**src/pra_pkg.sv**
```systemverilog
// Shared types and constants for the pixel rotate / alpha flatten block.
package pra_pkg;

  localparam int unsigned COORD_W    = 12;
  localparam int unsigned SIDE_W     = 13;
  localparam int unsigned IDX_W      = 24;
  localparam int unsigned CHAN_W     = 8;
  localparam int unsigned CFG_DATA_W = 13;

  // Pipeline depth shared by the coordinate path and the color path.
  localparam int unsigned NUM_STAGES = 5;

  typedef logic [1:0] cfg_idx_t;

  localparam cfg_idx_t CFG_QUARTER_TURNS = 2'd0;
  localparam cfg_idx_t CFG_WHITE_FILL    = 2'd1;
  localparam cfg_idx_t CFG_IMAGE_WIDTH   = 2'd2;
  localparam cfg_idx_t CFG_IMAGE_HEIGHT  = 2'd3;

  typedef enum logic [1:0] {
    TURN_0   = 2'd0,
    TURN_90  = 2'd1,
    TURN_180 = 2'd2,
    TURN_270 = 2'd3
  } turn_e;

  typedef struct packed {
    logic [COORD_W-1:0] src_x;
    logic [COORD_W-1:0] src_y;
    logic [CHAN_W-1:0]  blue_in;
    logic [CHAN_W-1:0]  green_in;
    logic [CHAN_W-1:0]  red_in;
    logic [CHAN_W-1:0]  alpha_in;
  } pix_in_t;

  typedef struct packed {
    logic [COORD_W-1:0] dest_x;
    logic [COORD_W-1:0] dest_y;
    logic [IDX_W-1:0]   dest_index;
    logic [CHAN_W-1:0]  blue_out;
    logic [CHAN_W-1:0]  green_out;
    logic [CHAN_W-1:0]  red_out;
    logic [CHAN_W-1:0]  alpha_out;
  } pix_out_t;

endpackage

```
**src/pra_color.sv**
```systemverilog
// Color path: white compositing or rounded alpha unpremultiply, pipelined.
module pra_color (
  input  logic                                clk_i,
  input  logic [pra_pkg::NUM_STAGES-1:0]      stage_en_i,
  input  logic                                white_fill_i,
  input  pra_pkg::pix_in_t                    pix_i,
  output logic [pra_pkg::CHAN_W-1:0]          blue_o,
  output logic [pra_pkg::CHAN_W-1:0]          green_o,
  output logic [pra_pkg::CHAN_W-1:0]          red_o,
  output logic [pra_pkg::CHAN_W-1:0]          alpha_o
);
  import pra_pkg::*;

  localparam int unsigned NUM_CHAN   = 3;
  localparam int unsigned NUM_W      = 2 * CHAN_W + 1;    // c*255 + a/2
  localparam int unsigned DIV_STAGES = NUM_STAGES - 1;
  localparam int unsigned STEPS      = CHAN_W / DIV_STAGES; // quotient bits per stage
  localparam int unsigned LAST       = NUM_STAGES - 1;

  logic [CHAN_W-1:0] chan_in [NUM_CHAN];

  // Per-stage payload: partial remainder, partial quotient, bypass result.
  logic [NUM_W-1:0]  rem_q  [NUM_STAGES][NUM_CHAN];
  logic [CHAN_W-1:0] quo_q  [NUM_STAGES][NUM_CHAN];
  logic              byp_q  [NUM_STAGES][NUM_CHAN];
  logic [CHAN_W-1:0] bval_q [NUM_STAGES][NUM_CHAN];
  logic [CHAN_W-1:0] div_q  [NUM_STAGES];
  logic [CHAN_W-1:0] aout_q [NUM_STAGES];

  assign chan_in[0] = pix_i.blue_in;
  assign chan_in[1] = pix_i.green_in;
  assign chan_in[2] = pix_i.red_in;

  // Stage 0: numerator, saturation check, white composite.
  for (genvar ch = 0; ch < NUM_CHAN; ch++) begin : g_entry
    logic [CHAN_W:0]   wsum;
    logic [CHAN_W-1:0] wsat;
    logic [NUM_W-1:0]  num;
    logic              sat;
    logic              zero_a;

    always_comb begin
      wsum   = {1'b0, chan_in[ch]} + {1'b0, {CHAN_W{1'b1}}} - {1'b0, pix_i.alpha_in};
      wsat   = wsum[CHAN_W] ? {CHAN_W{1'b1}} : wsum[CHAN_W-1:0];
      num    = {1'b0, chan_in[ch], {CHAN_W{1'b0}}} - NUM_W'(chan_in[ch])
               + NUM_W'(pix_i.alpha_in[CHAN_W-1:1]);
      // quotient would reach 256 or more
      sat    = num >= {1'b0, pix_i.alpha_in, {CHAN_W{1'b0}}};
      zero_a = pix_i.alpha_in == '0;
    end

    always_ff @(posedge clk_i) begin
      if (stage_en_i[0]) begin
        rem_q[0][ch]  <= num;
        quo_q[0][ch]  <= '0;
        byp_q[0][ch]  <= white_fill_i || zero_a || sat;
        bval_q[0][ch] <= white_fill_i ? wsat : (zero_a ? '0 : {CHAN_W{1'b1}});
      end
    end
  end

  always_ff @(posedge clk_i) begin
    if (stage_en_i[0]) begin
      div_q[0]  <= pix_i.alpha_in;
      aout_q[0] <= white_fill_i ? {CHAN_W{1'b1}} : pix_i.alpha_in;
    end
  end

  // Restoring division, MSB first, STEPS quotient bits per stage.
  for (genvar s = 1; s < NUM_STAGES; s++) begin : g_div
    localparam int unsigned TOP_BIT = CHAN_W - 1 - (s - 1) * STEPS;

    for (genvar ch = 0; ch < NUM_CHAN; ch++) begin : g_ch
      logic [NUM_W-1:0]  rem_v;
      logic [NUM_W-1:0]  dvs_v;
      logic [CHAN_W-1:0] quo_v;

      always_comb begin
        rem_v = rem_q[s-1][ch];
        quo_v = quo_q[s-1][ch];
        dvs_v = '0;
        for (int j = 0; j < STEPS; j++) begin
          dvs_v = NUM_W'(div_q[s-1]) << (TOP_BIT - j);
          if (rem_v >= dvs_v) begin
            rem_v = rem_v - dvs_v;
            quo_v = {quo_v[CHAN_W-2:0], 1'b1};
          end else begin
            quo_v = {quo_v[CHAN_W-2:0], 1'b0};
          end
        end
      end

      always_ff @(posedge clk_i) begin
        if (stage_en_i[s]) begin
          rem_q[s][ch]  <= rem_v;
          quo_q[s][ch]  <= quo_v;
          byp_q[s][ch]  <= byp_q[s-1][ch];
          bval_q[s][ch] <= bval_q[s-1][ch];
        end
      end
    end

    always_ff @(posedge clk_i) begin
      if (stage_en_i[s]) begin
        div_q[s]  <= div_q[s-1];
        aout_q[s] <= aout_q[s-1];
      end
    end
  end

  assign blue_o  = byp_q[LAST][0] ? bval_q[LAST][0] : quo_q[LAST][0];
  assign green_o = byp_q[LAST][1] ? bval_q[LAST][1] : quo_q[LAST][1];
  assign red_o   = byp_q[LAST][2] ? bval_q[LAST][2] : quo_q[LAST][2];
  assign alpha_o = aout_q[LAST];

endmodule

```
**src/pixel_rotate_alpha_flatten.sv**
```systemverilog
// Top level: quarter-turn pixel rotation with alpha flattening.
//
// Streams one premultiplied BGRA pixel per cycle, while in_stall_o is low,
// with its source column and row, and returns its destination column, row
// and linear index for a clockwise rotation of quarter_turns quarter turns,
// plus the converted color. Throughput is one item per clock when no stall
// holds it. The pipeline depth comes from the color path: the rounded
// unpremultiply (c*255 + a/2) / a is a restoring divider that resolves two
// quotient bits per stage over four stages, after one stage that forms the
// numerator. The coordinate path runs alongside: mux and subtract in stage 0,
// the row times output-width multiply in stage 1, the column add in stage 2.
// Every stage has its own valid bit and load enable, so bubbles collapse and
// in_stall_o rises only when all five stages hold items and out_stall_i is
// high; an item never drops or repeats under stall.
// Register map on the write port (cfg_idx_i): 0 quarter_turns (2 bits),
// 1 white_fill (1 bit), 2 image_width, 3 image_height (13 bits each, reset 1).
// A width or height of 0 acts as 1 and one above MAX_SIDE acts as MAX_SIDE.
// Write registers only while no item is in flight.
module pixel_rotate_alpha_flatten #(
  parameter int unsigned MAX_SIDE = 4096
) (
  input  logic                          clk_i,
  input  logic                          rst_ni,
  input  logic                          cfg_we_i,
  input  pra_pkg::cfg_idx_t             cfg_idx_i,
  input  logic [pra_pkg::CFG_DATA_W-1:0] cfg_wdata_i,
  input  logic                          in_valid_i,
  output logic                          in_stall_o,
  input  pra_pkg::pix_in_t              in_data_i,
  output logic                          out_valid_o,
  input  logic                          out_stall_i,
  output pra_pkg::pix_out_t             out_data_o
);
  import pra_pkg::*;

  localparam int unsigned LAST   = NUM_STAGES - 1;
  localparam int unsigned PROD_W = COORD_W + SIDE_W;

  // Configuration registers.
  turn_e             quarter_turns_q;
  logic              white_fill_q;
  logic [SIDE_W-1:0] image_width_q;
  logic [SIDE_W-1:0] image_height_q;

  // Pipeline control.
  logic [NUM_STAGES-1:0] valid_q;
  logic [NUM_STAGES-1:0] stage_en;

  // Coordinate payload per stage. idx_q holds the product at stage 1
  // and the finished index from stage 2 on.
  logic [COORD_W-1:0] dx_q  [NUM_STAGES];
  logic [COORD_W-1:0] dy_q  [NUM_STAGES];
  logic [IDX_W-1:0]   idx_q [NUM_STAGES];
  logic [SIDE_W-1:0]  ow_q;

  logic [SIDE_W-1:0]          w_side;
  logic [SIDE_W-1:0]          h_side;
  logic [COORD_W-1:0]         hy;      // H-1-y, wraps mod 4096
  logic [COORD_W-1:0]         wx;      // W-1-x, wraps mod 4096
  logic [COORD_W-1:0]         dx_d;
  logic [COORD_W-1:0]         dy_d;
  logic [SIDE_W-1:0]          ow_d;
  logic [PROD_W-1:0]          prod;

  logic [CHAN_W-1:0] blue;
  logic [CHAN_W-1:0] green;
  logic [CHAN_W-1:0] red;
  logic [CHAN_W-1:0] alpha;

  function automatic logic [SIDE_W-1:0] side_of(input logic [SIDE_W-1:0] v);
    if (v == '0) begin
      return SIDE_W'(1);
    end else if (32'(v) > MAX_SIDE) begin
      return SIDE_W'(MAX_SIDE);
    end else begin
      return v;
    end
  endfunction

  always_ff @(posedge clk_i or negedge rst_ni) begin
    if (!rst_ni) begin
      quarter_turns_q <= TURN_0;
      white_fill_q    <= 1'b0;
      image_width_q   <= SIDE_W'(1);
      image_height_q  <= SIDE_W'(1);
    end else if (cfg_we_i) begin
      case (cfg_idx_i)
        CFG_QUARTER_TURNS: quarter_turns_q <= turn_e'(cfg_wdata_i[1:0]);
        CFG_WHITE_FILL:    white_fill_q    <= cfg_wdata_i[0];
        CFG_IMAGE_WIDTH:   image_width_q   <= cfg_wdata_i[SIDE_W-1:0];
        CFG_IMAGE_HEIGHT:  image_height_q  <= cfg_wdata_i[SIDE_W-1:0];
        default: ;
      endcase
    end
  end

  // Load enables: a stage loads when it is empty or its successor loads.
  always_comb begin
    stage_en[LAST] = !valid_q[LAST] || !out_stall_i;
    for (int k = NUM_STAGES - 2; k >= 0; k--) begin
      stage_en[k] = !valid_q[k] || stage_en[k+1];
    end
  end

  assign in_stall_o  = !stage_en[0];
  assign out_valid_o = valid_q[LAST];

  always_ff @(posedge clk_i or negedge rst_ni) begin
    if (!rst_ni) begin
      valid_q <= '0;
    end else begin
      if (stage_en[0]) begin
        valid_q[0] <= in_valid_i;
      end
      for (int k = 1; k < NUM_STAGES; k++) begin
        if (stage_en[k]) begin
          valid_q[k] <= valid_q[k-1];
        end
      end
    end
  end

  // Stage 0: rotate coordinates and pick the output width.
  always_comb begin
    w_side = side_of(image_width_q);
    h_side = side_of(image_height_q);
    hy     = COORD_W'(h_side - SIDE_W'(1)) - in_data_i.src_y;
    wx     = COORD_W'(w_side - SIDE_W'(1)) - in_data_i.src_x;
    case (quarter_turns_q)
      TURN_90: begin
        dx_d = hy;
        dy_d = in_data_i.src_x;
        ow_d = h_side;
      end
      TURN_180: begin
        dx_d = wx;
        dy_d = hy;
        ow_d = w_side;
      end
      TURN_270: begin
        dx_d = in_data_i.src_y;
        dy_d = wx;
        ow_d = h_side;
      end
      default: begin
        dx_d = in_data_i.src_x;
        dy_d = in_data_i.src_y;
        ow_d = w_side;
      end
    endcase
  end

  always_ff @(posedge clk_i) begin
    if (stage_en[0]) begin
      dx_q[0]  <= dx_d;
      dy_q[0]  <= dy_d;
      ow_q     <= ow_d;
      idx_q[0] <= '0;
    end
  end

  assign prod = PROD_W'(dy_q[0]) * PROD_W'(ow_q);

  for (genvar s = 1; s < NUM_STAGES; s++) begin : g_coord
    always_ff @(posedge clk_i) begin
      if (stage_en[s]) begin
        dx_q[s] <= dx_q[s-1];
        dy_q[s] <= dy_q[s-1];
        if (s == 1) begin
          idx_q[s] <= prod[IDX_W-1:0];
        end else if (s == 2) begin
          idx_q[s] <= idx_q[s-1] + IDX_W'(dx_q[s-1]);
        end else begin
          idx_q[s] <= idx_q[s-1];
        end
      end
    end
  end

  pra_color u_color (
    .clk_i        (clk_i),
    .stage_en_i   (stage_en),
    .white_fill_i (white_fill_q),
    .pix_i        (in_data_i),
    .blue_o       (blue),
    .green_o      (green),
    .red_o        (red),
    .alpha_o      (alpha)
  );

  always_comb begin
    out_data_o.dest_x     = dx_q[LAST];
    out_data_o.dest_y     = dy_q[LAST];
    out_data_o.dest_index = idx_q[LAST];
    out_data_o.blue_out   = blue;
    out_data_o.green_out  = green;
    out_data_o.red_out    = red;
    out_data_o.alpha_out  = alpha;
  end

endmodule
```
**config.mk**
```make
export PLATFORM = sky130hd
export DESIGN_NAME = pixel_rotate_alpha_flatten
export DESIGN_NICKNAME = d
export VERILOG_FILES = /design/src/pra_pkg.sv /design/src/pra_color.sv /design/src/pixel_rotate_alpha_flatten.sv
export SDC_FILE = /design/constraint.sdc
export NUM_CORES = 2
export LEC_CHECK = 0
export BUFFER_PORTS_ARGS = -buffer_cell sky130_fd_sc_hd__buf_4
export CORE_ASPECT_RATIO = 0.9
export CORE_UTILIZATION = 55
export CTS_BUF_LIST = sky130_fd_sc_hd__clkbuf_4
export DETAILED_ROUTE_END_ITERATION = 8
export GPL_TIMING_DRIVEN = 0
export PLACE_DENSITY = 0.79
export RECOVER_POWER = 25
export REMOVE_ABC_BUFFERS = 1
export SETUP_SLACK_MARGIN = 0.1
export SKIP_CTS_REPAIR_TIMING = 1
export SLEW_MARGIN = 20
export SYNTH_ARGS = -nofsm -noshare
export SYNTH_HDL_FRONTEND = slang
export SYNTH_SLANG_ARGS = --single-unit
export TNS_END_PERCENT = 1
```
**constraint.sdc**
```tcl
create_clock -name clk_i -period 5.5 [get_ports clk_i]
set_clock_uncertainty 0.1 [all_clocks]
set_input_delay 0.275 -clock clk_i [delete_from_list [all_inputs] [get_ports clk_i]]
set_output_delay 0.275 -clock clk_i [all_outputs]
set_load 0.1 [all_outputs]
```
Yosys cells after proc, flatten, opt, wreduce, memory -nomap -nowiden --
Memory sizes are Yosys's and may differ from the RTL's. Cells that the tools add are included.
Word-level totals: bits in writable memories 830, memories 9, output and inout bits 82, logic and storage cells 197, flip-flop bits (word level) 47, input port bits 76
Cells by class: $mul 1, magnitude comparators 29, add/subtract/negate cells 41, mux-type cells 76, reduce and logical (&&, ||, !) cells 25, equality and inequality tests 6
Memory list:
- u_color.rem_q | depth 5, width 51, rd ports 4, clocked after Yosys merged registers in 0, write ports 5, RTL line pra_color.sv:23 | logic [NUM_W-1:0] rem_q [NUM_STAGES][NUM_CHAN];
- idx_q | depth 5, width 24, rd ports 4, clocked after Yosys merged registers in 0, write ports 5, RTL line pixel_rotate_alpha_flatten.sv:53 | logic [IDX_W-1:0] idx_q [NUM_STAGES];
- u_color.bval_q | depth 5, width 24, rd ports 5, clocked after Yosys merged registers in 0, write ports 5, RTL line pra_color.sv:26 | logic [CHAN_W-1:0] bval_q [NUM_STAGES][NUM_CHAN];
- u_color.quo_q | depth 5, width 24, rd ports 5, clocked after Yosys merged registers in 0, write ports 5, RTL line pra_color.sv:24 | logic [CHAN_W-1:0] quo_q [NUM_STAGES][NUM_CHAN];
- dx_q | depth 5, width 12, rd ports 5, clocked after Yosys merged registers in 0, write ports 5, RTL line pixel_rotate_alpha_flatten.sv:51 | logic [COORD_W-1:0] dx_q [NUM_STAGES];
- dy_q | depth 5, width 12, rd ports 5, clocked after Yosys merged registers in 0, write ports 5, RTL line pixel_rotate_alpha_flatten.sv:52 | logic [COORD_W-1:0] dy_q [NUM_STAGES];
- 3 more memories
Operator list (number):
- 17-bit 2-to-1 mux | 24
- 8-bit 2-to-1 mux | 11
- 12-bit case mux with 3 select lines | 2
- 13-bit 2-to-1 mux | 5
- 17-bit by 7-bit adder with 17-bit output | 3
- 17-bit by 10-bit greater-or-equal comparator with 1-bit output | 3
- 17-bit by 11-bit greater-or-equal comparator with 1-bit output | 3
- 17-bit by 12-bit greater-or-equal comparator with 1-bit output | 3
- 17-bit by 13-bit greater-or-equal comparator with 1-bit output | 3
- 17-bit by 14-bit greater-or-equal comparator with 1-bit output | 3
- 17-bit by 15-bit greater-or-equal comparator with 1-bit output | 3
- 17-bit by 16-bit greater-or-equal comparator with 1-bit output | 3
- 17-bit by 8-bit greater-or-equal comparator with 1-bit output | 3
- 17-bit by 9-bit greater-or-equal comparator with 1-bit output | 3
- 16-bit by 8-bit subtractor with 17-bit output | 3
- 17-bit by 10-bit subtractor with 17-bit output | 3
- 17-bit by 11-bit subtractor with 17-bit output | 3
- 17-bit by 12-bit subtractor with 17-bit output | 3
- 17-bit by 13-bit subtractor with 17-bit output | 3
- 17-bit by 14-bit subtractor with 17-bit output | 3
- 17-bit by 15-bit subtractor with 17-bit output | 3
- 17-bit by 8-bit subtractor with 17-bit output | 3
- 17-bit by 9-bit subtractor with 17-bit output | 3
- 1-bit 2-to-1 mux | 34
- 16 further kinds | 45

Depth between registers and ports, before layout --
depth after elaboration 8, gate-level depth with buffers 25, mapped depth without buffers 23

By module --
Synthesis repeated with hierarchy kept, for this count alone.
Unflattened totals: cell total of the unflattened synthesis 4042, area, all modules 45986.6 um2
Modules (own cells, without submodules):
- pra_color | cells each 2664, seq. area each 14143.6 um2, instances 1, area an instance 29703.5 um2
- pixel_rotate_alpha_flatten | cells each 1378, seq. area each 7729.9 um2, instances 1, area an instance 16283.1 um2

Least setup slack after synthesis --
OpenSTA, ideal clock, no wires.
path kind register to output, start point reg valid_q[4], end point out in_stall_o, stages on the path, launching flop included 4, path slack -2.394 ns, arrival time 7.519 ns, cell sequence dfrtp_1 and3_1 nand4_1 inv_1
On the way: word-level cells in the longest chain between the ends 7
Ends and longest elaborated chain:
- start, declared | RTL line pixel_rotate_alpha_flatten.sv:46 | logic [NUM_STAGES-1:0] valid_q;
- start signal, assigned by index | RTL line pixel_rotate_alpha_flatten.sv:117 | valid_q[k] <= valid_q[k-1];
- 1-bit logical NOT | RTL line pixel_rotate_alpha_flatten.sv:99 | stage_en[LAST] = !valid_q[LAST] || !out_stall_i;
- 1-bit logical OR | RTL line pixel_rotate_alpha_flatten.sv:99
- 1-bit logical OR (4 in a row) | RTL line pixel_rotate_alpha_flatten.sv:101 | stage_en[k] = !valid_q[k] || stage_en[k+1];
- 1-bit logical NOT | RTL line pixel_rotate_alpha_flatten.sv:105 | assign in_stall_o = !stage_en[0];
- end, declared | RTL line pixel_rotate_alpha_flatten.sv:28 | output logic in_stall_o,
No other way between the ends.

==> flow_summary_export.csv <==
group,metric,value,unit
outcome,status,"finished with violations",
outcome,violations,"capacitance limit, slew limit, setup timing",
critical_path,r2r-start,"ow_q[7]$_DFFE_PN_",
detailed_routing,drc,0,
layout,n_fill_cell,5682,
critical_path,end_kind,"register",
floorplan,dieWidth,304.8,um
critical_path,crit_buf_inv,4,
critical_path,path_class,"register to register",
critical_path,critical_path.max_fanout,6,
sta,fin_setup_tns,-1.266,ns
sta,finalHoldViolations,0,
place,dp.final_hpwl,75670,um
run,drv_cap,1,
synthesis,synth.distinct_cells,83,
grt,first_global_vias,30170,
synthesis,synth_area,0.04540,mm2
detailed_routing,drtIter0Drc,2888,
detailed_routing,drt_wl_total,109900,um
sta,worst_pin_slew,1.772,ns
sta,rsz0062_at_grt,"yes",
floorplan,start_util,0.5579,
place,gp_congestion,0.9194,
layout,drive_gt1_frac,0.1809,
synthesis,synth_edf_count,700,
sta,slew_viol_final,35,
critical_path,crit_arrival,6.40,ns
synthesis,synth_flop_cell,"edfxtp_1",
layout,area_growth,16.62,%
grt,antenna_found_initial,4,
synthesis,seq_area_frac_synth,0.4818,
min_path,whs_path_depth,4,
synthesis,ys.warnings.count,0,
detailed_routing,vias_per_cell,5.771,
clocking,h-tree-depth,4,
critical_path,regToRegSetupSlack,-0.31,ns
place,placed_cell_area,0.04767,mm2
sta,slew_headroom,-0.1811,
grt,grt_max_degree,84,
floorplan,core_area,0.08138,mm2
synthesis,syn_inst,4014,
clocking,worstSkewPairLatency,1.02,ns
critical_path,worstReg2RegEnd,"idx_q[0][46]$_DFFE_PP_",
clocking,clockRootBuffer,"clkbuf_4",
sta,setup_viol,10,
critical_path,worstPathRequired,6.09,ns
synthesis,synthTopCellsByCount,"edfxtp_1, inv_1, ha_1",
synthesis,synth_largest_area_cell,"edfxtp_1",
grt,overflow,0,
synthesis,ys_ff_latch,734,
sta,max_freq,172.2,MHz
detailed_routing,ant_nets,0,
critical_path,cp_top_family,"adder cells",
synthesis,yosysMostFrequentCell,"edfxtp_1",
critical_path,crit_top_cell,"fa_1",
place,port_buffers,157,
detailed_routing,firstDrtPassIters,6,
floorplan,num_rows,99,
floorplan,ios,158,
min_path,min_path_type,"primary input to register",
clocking,cts_buffers,183,
critical_path,slowest_delay,0.56,ns
floorplan,dieArea,0.08370,mm2
synthesis,async_reset_ff_frac,0.04632,
critical_path,cp_cell_sequence,"clkbuf_2, nand2_1, fa_1, inv_1, fa_1, fa_1, fa_1, inv_1, fa_1, inv_1, ha_1, and3_1, a21oi_2, a31oi_4, o41ai_4, o21bai_1, a21oi_1, xnor2_1",
sta,worst_slack,-0.3077,ns
critical_path,rr_worst_depth,18,
floorplan,die_h,274.6,um
clocking,clk_pin_slew,0.08,ns
synthesis,syn_avg_cell_area,11.31,um2
min_path,hold-path-endpoint,"quarter_turns_q[1]$_DFFE_PN0P_",
grt,grt_pass1_wl,158200,um
critical_path,crit_slowest_cell,"fa_1",
layout,layout.nets,5076,
layout,final_area,0.05295,mm2
synthesis,yosysTopAreaCellShare,0.4630,
clocking,clk_path_buf_depth,3,
clocking,cts_tree,"yes",
sta,min_period_over_period,1.056,
detailed_routing,via_count,32960,
place,dp_slack,-1.392,ns
min_path,hold_path.startpoint,"cfg_idx_i[1]",
clocking,clock-sinks,734,
detailed_routing,wl_per_cell,19.24,um
critical_path,start_kind,"register",
synthesis,synthTopCellsByArea,"edfxtp_1, ha_1, fa_1, inv_1, xnor2_1",
grt,grt_use_total,0.2409,
sta,period_needed,5.808,ns
## worst register-to-register path: cells and delay by family, from the launching register on
family                     cells  cell delay (ns)
buffers and inverters          4             0.39
and+or+nand+nor                2             0.30
xor gates and xnor gates       1             0.19
DFF                            1             0.55
AOI/OAI and AO/OA              5             1.04
adders and majority gates      6             2.91
## final cells by class
cell class              count  area [um2]  share of cell area
multi-input cells        2748       21900              0.4137
flip-flops and latches    734       21880              0.4132
repair buffers            432        3880             0.07328
clock buffers             248        1862             0.03516
inverters                 406        1556             0.02940
well taps                1060        1326             0.02505
clock inverters            79       530.5             0.01002
diodes                      3       7.507           0.0001418
repair inverters            1       5.005          0.00009453
## registers in the layout, indices dropped and copies added (netlist names), 2 cells and up
name             count
u_color.aout_q      40
u_color.bval_q     120
idx_q               96
ow_q                13
u_color.quo_q       60
image_width_q       13
quarter_turns_q      2
dy_q                60
image_height_q      13
valid_q              5
u_color.rem_q      204
u_color.div_q       32
u_color.byp_q       15
dx_q                60
## cell usage in the layout, fill, tap and decap left out, types with 105 or more instances in the layout
| cell | synthesis | layout |
|---|---|---|
| fa_1 | 139 | 135 |
| clkbuf_4 | 0 | 249 |
| a21oi_1 | 198 | 190 |
| xnor2_1 | 161 | 160 |
| inv_1 | 403 | 391 |
| mux2_2 | 105 | 105 |
| nand2_1 | 331 | 322 |
| o21ai_0 | 219 | 205 |
| edfxtp_1 | 700 | 700 |
| buf_4 | 49 | 258 |
| dlygate4sd3_1 | 0 | 128 |
| nor2_1 | 252 | 251 |
| ha_1 | 355 | 349 |
## through the flow
stage,cells,hold slack [ns],util
floorplan,3885,-0.1206,-
finish,5711,0.05159,0.6506
global placement,5102,0.1372,0.5803
global route,5710,0.04541,0.6506
detailed placement,5126,0.1413,0.5858
CTS,5453,-1.005,0.6152
## routing by layer
metal / GRT usage / up-vias / part of all wire
li1: - / 15490 / -
met1: 0.3259 / 15590 / 0.41
met2: 0.3850 / 1541 / 0.46
met3: 0.04684 / 339 / 0.083
met4: 0.09556 / 0 / 0.042
met5: 0 / - / 0
## worst max path at each step
stage	from	endpoint	slack [ns]	depth (start not counted)
2_1_floorplan	valid_q[4]$_DFFE_PN0P_	in_stall_o	-2.39	3
3_3_place_gp	valid_q[4]$_DFFE_PN0P_	u_color.bval_q[0][15]$_DFFE_PN_	-3.06	2
3_5_place_dp	u_color.div_q[0][1]$_DFFE_PN_	u_color.rem_q[1][27]$_DFFE_PP_	-1.39	17
4_1_cts	u_color.div_q[0][1]$_DFFE_PN_	u_color.rem_q[1][28]$_DFFE_PP_	-1.44	17
5_1_grt	ow_q[7]$_DFFE_PN_	idx_q[0][46]$_DFFE_PP_	-0.37	18
6_report	ow_q[7]$_DFFE_PN_	idx_q[0][46]$_DFFE_PP_	-0.31	18
## kinds of logic after synthesis
logic type,after synthesis,share of synthesized area
AOI/OAI and AO/OA,762,0.1054
xor gates and xnor gates,229,0.04418
adders and majority gates,494,0.1591
buffers and inverters,535,0.04853
DFF,734,0.4818
muxes,153,0.03944
and+or+nand+nor,1107,0.1216
Power is not shown: default switching activity piles up to over one toggle a cycle in this logic, so the estimate is an artifact.
